[config.mk]
export PLATFORM = sky130hd
export DESIGN_NAME = tqma_queue
export DESIGN_NICKNAME = d
export VERILOG_FILES = /design/src/sv/tqma_pkg.sv /design/src/sv/tqma_queue.sv
export SDC_FILE = /design/constraint.sdc
export NUM_CORES = 2
export LEC_CHECK = 0
export BUFFER_PORTS_ARGS = -buffer_cell sky130_fd_sc_hd__buf_2
export CAP_MARGIN = 20
export CORE_ASPECT_RATIO = 0.5
export CORE_UTILIZATION = 50
export CTS_BUF_LIST = sky130_fd_sc_hd__clkbuf_4 sky130_fd_sc_hd__clkbuf_8
export DETAILED_ROUTE_END_ITERATION = 10
export HOLD_SLACK_MARGIN = 0.15
export PLACE_DENSITY = 0.66
export SLEW_MARGIN = 20
export SYNTH_ARGS = -nofsm -noshare
export SYNTH_HDL_FRONTEND = slang
export SYNTH_SLANG_ARGS = --single-unit
[constraint.sdc]
create_clock -name aclk -period 7.7 [get_ports aclk]
set_clock_uncertainty 0.15 [all_clocks]
set_input_delay 0.77 -clock aclk [delete_from_list [all_inputs] [get_ports aclk]]
set_output_delay 0.77 -clock aclk [all_outputs]
set_load 0.005 [all_outputs]
[src/sv/tqma_pkg.sv]
// Shared types and codes for the two-queue message arbiter.
package tqma_pkg;

    localparam int ENTITY_W  = 16;
    localparam int KIND_W    = 8;
    localparam int PAYLOAD_W = 32;

    localparam logic [1:0] MODE_PUSH     = 2'd0;
    localparam logic [1:0] MODE_PUSH_DEF = 2'd1;
    localparam logic [1:0] MODE_POP      = 2'd2;

    localparam logic [1:0] ST_OK        = 2'd0;
    localparam logic [1:0] ST_DROPPED   = 2'd1;
    localparam logic [1:0] ST_POP_EMPTY = 2'd2;

    localparam logic [KIND_W-1:0] KIND_NONE = 8'hFF;

    typedef struct packed {
        logic [PAYLOAD_W-1:0] payload;
        logic [KIND_W-1:0]    kind;
        logic [ENTITY_W-1:0]  entity;
    } entry_t;

    typedef struct packed {
        logic push;
        logic pop;
    } q_ctrl_t;

    typedef struct packed {
        logic empty;
        logic full;
    } q_stat_t;

endpackage

[src/sv/tqma_queue.sv]
// Linear message queue with a prefetched head entry.
module tqma_queue #(
    parameter int DEPTH = 64
) (
    input  logic             aclk,
    input  logic             aresetn,
    input  tqma_pkg::q_ctrl_t ctrl,
    input  tqma_pkg::entry_t  wr_entry,
    output tqma_pkg::q_stat_t stat,
    output tqma_pkg::entry_t  head_entry
);
    import tqma_pkg::*;

    localparam int AW = (DEPTH > 1) ? $clog2(DEPTH) : 1;
    localparam int PW = $clog2(DEPTH + 1);

    entry_t        mem [DEPTH];
    entry_t        head_entry_reg;
    logic [PW-1:0] head_reg, head_next;
    logic [PW-1:0] tail_reg, tail_next;
    logic [PW-1:0] head_inc;
    logic          last;
    logic [AW-1:0] rd_addr;
    logic [AW-1:0] wr_addr;

    assign head_inc = head_reg + PW'(1);
    assign last     = (head_inc == tail_reg);

    always_comb begin
        head_next = head_reg;
        tail_next = tail_reg;
        if (ctrl.pop) begin
            if (last) begin
                head_next = '0;
                tail_next = '0;
            end else begin
                head_next = head_inc;
            end
        end else if (ctrl.push) begin
            tail_next = tail_reg + PW'(1);
        end
    end

    // head never reaches DEPTH while the queue holds anything
    assign rd_addr = head_next[AW-1:0];
    assign wr_addr = tail_reg[AW-1:0];

    always_ff @(posedge aclk) begin
        if (!aresetn) begin
            head_reg <= '0;
            tail_reg <= '0;
        end else begin
            head_reg <= head_next;
            tail_reg <= tail_next;
        end
    end

    // registered read of the next head, with bypass of a push into an empty queue
    always_ff @(posedge aclk) begin
        if (ctrl.push) begin
            mem[wr_addr] <= wr_entry;
        end
        if (ctrl.push && wr_addr == rd_addr) begin
            head_entry_reg <= wr_entry;
        end else begin
            head_entry_reg <= mem[rd_addr];
        end
    end

    assign stat.empty = (tail_reg == '0);
    assign stat.full  = (tail_reg == PW'(DEPTH));
    assign head_entry = head_entry_reg;

endmodule

==> flow_summary.html <==
<table>
<tr><th>Metric</th><th>Value</th></tr>
<tr><th colspan="2">Pwr</th></tr>
<tr><td>Leakage power of the design</td><td>47.1 nW</td></tr>
<tr><td>Switch share</td><td>22.6%</td></tr>
<tr><td>Power density normalized to cell area</td><td>260 nW/um^2</td></tr>
<tr><td>Peak supply drop</td><td>0.000141 V</td></tr>
<tr><td>Fraction of power consumed by sequential logic</td><td>54.1%</td></tr>
<tr><td>Internal Power</td><td>31.0 mW</td></tr>
<tr><td>Net load switching power</td><td>9.05 mW</td></tr>
<tr><td>Clk network pwr share</td><td>36.8%</td></tr>
<tr><td>Fraction of power consumed by combinational cells</td><td>9.2%</td></tr>
<tr><th colspan="2">Finish</th></tr>
<tr><td>Relative area change from synthesis to final layout</td><td>11.3%</td></tr>
<tr><td>Final #Nets</td><td>6474</td></tr>
<tr><td>Number of flip-flops under the largest register name</td><td>3584</td></tr>
<tr><td>Commonest non-fill, non-tap cells in the layout</td><td>sky130_fd_sc_hd__edfxtp_1, sky130_fd_sc_hd__mux4_2, sky130_fd_sc_hd__clkbuf_8, sky130_fd_sc_hd__mux2i_1, sky130_fd_sc_hd__nand2_1</td></tr>
<tr><td>Most common library cell in the layout ignoring fill and taps</td><td>sky130_fd_sc_hd__edfxtp_1</td></tr>
<tr><td>Proportion of layout cells with a drive suffix above 1</td><td>31.1%</td></tr>
<tr><td>Filler Cells Inserted</td><td>19800</td></tr>
<tr><td>Core Util, Final</td><td>56.0%</td></tr>
<tr><th colspan="2">Synth</th></tr>
<tr><td>Top flip-flop cell by instance count after synthesis</td><td>sky130_fd_sc_hd__edfxtp_1</td></tr>
<tr><td>Post-synthesis sequential area ratio</td><td>78.1%</td></tr>
<tr><td>Total of flip-flops plus latches after synthesis</td><td>3604</td></tr>
<tr><td>Number of warnings reported in the yosys synthesis log</td><td>0</td></tr>
<tr><td>Proportion of netlist area held by the largest area contributor</td><td>77.8%</td></tr>
<tr><td>Synth unique cells</td><td>57</td></tr>
<tr><td>Number of cells produced by synthesis</td><td>5941</td></tr>
<tr><td>Syn_nets</td><td>6004</td></tr>
<tr><td>Post-synthesis cell area</td><td>138000 sq um</td></tr>
<tr><td>FFs w/ async S/R, synth</td><td>0%</td></tr>
<tr><td>Area leader, netlist</td><td>sky130_fd_sc_hd__edfxtp_1</td></tr>
<tr><td>Number of enable-type register cells in the synthesized netlist</td><td>3584</td></tr>
<tr><td>Biggest area contributors in the synthesized netlist</td><td>sky130_fd_sc_hd__edfxtp_1, sky130_fd_sc_hd__mux4_2, sky130_fd_sc_hd__mux2i_1, sky130_fd_sc_hd__nand2_1, sky130_fd_sc_hd__clkbuf_1</td></tr>
<tr><td>Mapped Avg Cell Area</td><td>23.3 sq um</td></tr>
<tr><th colspan="2">Routing</th></tr>
<tr><td>Number of detailed-routing iterations run before antenna repair</td><td>5</td></tr>
<tr><td>Overall via count from detail_route</td><td>68500</td></tr>
<tr><td>Vias per std cell</td><td>6.56</td></tr>
<tr><td>WL final</td><td>379 mm</td></tr>
<tr><td>DRT antenna net count</td><td>0</td></tr>
<tr><td>DRC viols</td><td>0</td></tr>
<tr><td>Iteration-0 DRC count of the detailed router</td><td>10500</td></tr>
<tr><td>Mean routed wirelength per cell</td><td>36.3 microns</td></tr>
<tr><th colspan="2">Run</th></tr>
<tr><td>Max-capacitance violation count</td><td>0</td></tr>
<tr><th colspan="2">Place</th></tr>
<tr><td>Worst setup timing slack at the placement stage</td><td>2.86 ns</td></tr>
<tr><td>Port bufs</td><td>117</td></tr>
<tr><td>Global placement routability congestion</td><td>0.808</td></tr>
<tr><td>Placed wire-length estimate</td><td>189 mm</td></tr>
<tr><th colspan="2">STA</th></tr>
<tr><td>Setup TNS</td><td>0 ns</td></tr>
<tr><td>Setup WS post-layout</td><td>1.94 ns</td></tr>
<tr><td>Final min period</td><td>5.76 ns</td></tr>
<tr><td>Max Clock Freq</td><td>0.173 GHz</td></tr>
<tr><td>Count of final hold-check violations</td><td>0</td></tr>
<tr><td>Unrepaired setup endpoints after global routing</td><td>false</td></tr>
<tr><td>Worst relative slew slack</td><td>18.6%</td></tr>
<tr><td>Max-slew violations</td><td>0</td></tr>
<tr><td>Actual slew at the worst max-slew pin</td><td>1.22 ns</td></tr>
<tr><td># setup viols final</td><td>0</td></tr>
<tr><td>Portion of the clock cycle consumed by the worst path in the final layout</td><td>74.9%</td></tr>
<tr><th colspan="2">Clock network</th></tr>
<tr><td>Root buf cell</td><td>sky130_fd_sc_hd__clkbuf_8</td></tr>
<tr><td>Sinks on the clock net</td><td>3604</td></tr>
<tr><td>Post-CTS setup buffer count</td><td>0</td></tr>
<tr><td>Total clock buffers created by CTS</td><td>529</td></tr>
<tr><td>Clock transition at the registers of the reported paths</td><td>0.07 ns</td></tr>
<tr><td>Clk Latency, worst-skew pair</td><td>0.99 ns</td></tr>
<tr><td>Deepest clock path buffer count</td><td>4</td></tr>
<tr><td>H-tree levels</td><td>6</td></tr>
<tr><td>Clock tree from TritonCTS</td><td>yes</td></tr>
<tr><th colspan="2">Floorplanning</th></tr>
<tr><td>IO Count</td><td>118</td></tr>
<tr><td>Number of placement rows</td><td>136</td></tr>
<tr><td>Placeable Area</td><td>275000 sq um</td></tr>
<tr><td>Effective utilization at floorplan</td><td>50.3%</td></tr>
<tr><td>Die boundary height</td><td>374 microns</td></tr>
<tr><td>Die X</td><td>746 microns</td></tr>
<tr><td>Area of the die</td><td>279000 sq um</td></tr>
<tr><th colspan="2">Setup path</th></tr>
<tr><td>Data required time at the worst endpoint</td><td>6.78 ns</td></tr>
<tr><td>FF-to-FF setup slack</td><td>3.46 ns</td></tr>
<tr><td>Crit Path Max Fanout</td><td>44</td></tr>
<tr><td>Path type of the worst setup path</td><td>reg -&gt; out</td></tr>
<tr><td>Arr. time, crit path</td><td>4.84 ns</td></tr>
<tr><td>Worst Setup End Kind</td><td>output pin</td></tr>
<tr><td>Termination of the worst setup path</td><td>head_entry[44]</td></tr>
<tr><td>Number of cell instances on the worst register-to-register path</td><td>6</td></tr>
<tr><td>Type of origin of the critical path</td><td>flop</td></tr>
<tr><td>Reg2reg start</td><td>tail_reg[0]</td></tr>
<tr><td>RR Endpoint</td><td>mem[43][45]</td></tr>
<tr><th colspan="2">Run status</th></tr>
<tr><td>Run status</td><td>complete, no violations</td></tr>
<tr><th colspan="2">GRT</th></tr>
<tr><td>Initial antenna violation count</td><td>31</td></tr>
<tr><td>Largest net degree at the start of global routing</td><td>133</td></tr>
<tr><td>Via count of the first global-routing pass</td><td>68900</td></tr>
<tr><td>Wire length of the first global-routing pass</td><td>527 mm</td></tr>
<tr><td>Final global-route overflow total</td><td>0</td></tr>
<tr><td>Overall global routing resource usage</td><td>26.9%</td></tr>
<tr><th colspan="2">Hold path</th></tr>
<tr><td>Type of the worst min-delay path</td><td>in -&gt; reg</td></tr>
</table>
final cells by class:
type                    instances  area, sq um  share of cell area [%]
repair buffers                270         2590                    1.68
inverters                       8         36.3                  0.0236
flip-flops and latches       3604       108000                    70.1
diodes                         11         27.5                  0.0179
multi-input cells            1998        28900                    18.8
well taps                    3657         4580                    2.97
clock buffers                 743         9070                    5.89
clock inverters               152          751                   0.487
cell usage after synthesis, drive strengths merged, types with 14 or more instances:
master and number:
o21ai 47, nand3 31, nor2b 32, clkbuf 127, a21oi 60, and2 28
a22oi 61, mux2 27, nor3 14, edfxtp 3584, mux4 944, a211oi 17
nand2 189, o211ai 38, nor2 102, o22ai 30, dfxtp 20, mux2i 269
buf 204
metrics by stage:
step | power (mW) | area (sq um) | instances | hold WS, ns
floorplan | 24.8 | 138000 | 5941 | 0.315
global placement | 25.7 | 144000 | 9528 | 0.331
detailed placement | 25.8 | 144000 | 9530 | 0.347
CTS | 40.3 | 154000 | 10400 | 0.275
global route | 41.3 | 154000 | 10400 | 0.159
finish | 40.1 | 154000 | 10400 | 0.167
worst min path at each step:
stage	start	endpoint	slack, ns	cells after the start
after floorplan	head_reg[6]	head_reg[6]	0.31	2
after global placement	head_reg[6]	head_reg[6]	0.33	2
after detailed placement	head_reg[6]	head_reg[6]	0.35	2
after CTS	wr_entry[4]	mem[32][4]	0.28	1
after global routing	wr_entry[55]	mem[54][55]	0.16	1
final	wr_entry[40]	mem[41][40]	0.17	1
what timing repair did:
item | in CTS | in global routing
hold buffers | 4 | 1
hold endpoints to repair | 10 | 16
gates resized for setup | 0 | 0
power by group through the flow:
stage          combinational (mW)  clock (mW)  sequential (mW)
6_report                     3.67        14.7             21.7
4_1_cts                      3.71        14.9             21.7
2_1_floorplan                2.73           0             22.0
3_3_place_gp                 3.63           0             22.1
5_1_grt                      3.90        15.7             21.7
3_5_place_dp                 3.70           0             22.1
critical path, stage by stage (launching register included):
cell and delay (ns):
sky130_fd_sc_hd__dfxtp_4 0.93, sky130_fd_sc_hd__buf_4 0.53, sky130_fd_sc_hd__buf_4 0.76, sky130_fd_sc_hd__mux4_2 0.62
sky130_fd_sc_hd__mux4_2 0.48, sky130_fd_sc_hd__mux2i_1 0.17, sky130_fd_sc_hd__a21oi_1 0.11, sky130_fd_sc_hd__buf_2 0.18
cells by family after synthesis:
| group | Yosys count | synth area share, % |
|---|---|---|
| mux | 1240 | 17.5 |
| flops | 3604 | 78.1 |
| simple gates | 425 | 1.36 |
| fa+ha+maj | 3 | 0.0271 |
| compound gates | 316 | 1.55 |
| buf+inv | 339 | 1.35 |
| xor+xnor | 14 | 0.0886 |
per-layer routing:
metal / GRT usage [%] / wire [microns] / vias up / part of all wire (%)
met1: 39.5 / 146000 / 37000 / 39
met2: 41.2 / 176000 / 4542 / 46
met5: 0 / 40 / - / 0.011
li1: - / - / 26300 / -
met4: 7.95 / 11500 / 6 / 3.0
met3: 6.08 / 45200 / 681 / 12
Note: power is estimated with default switching activity, not from simulation.
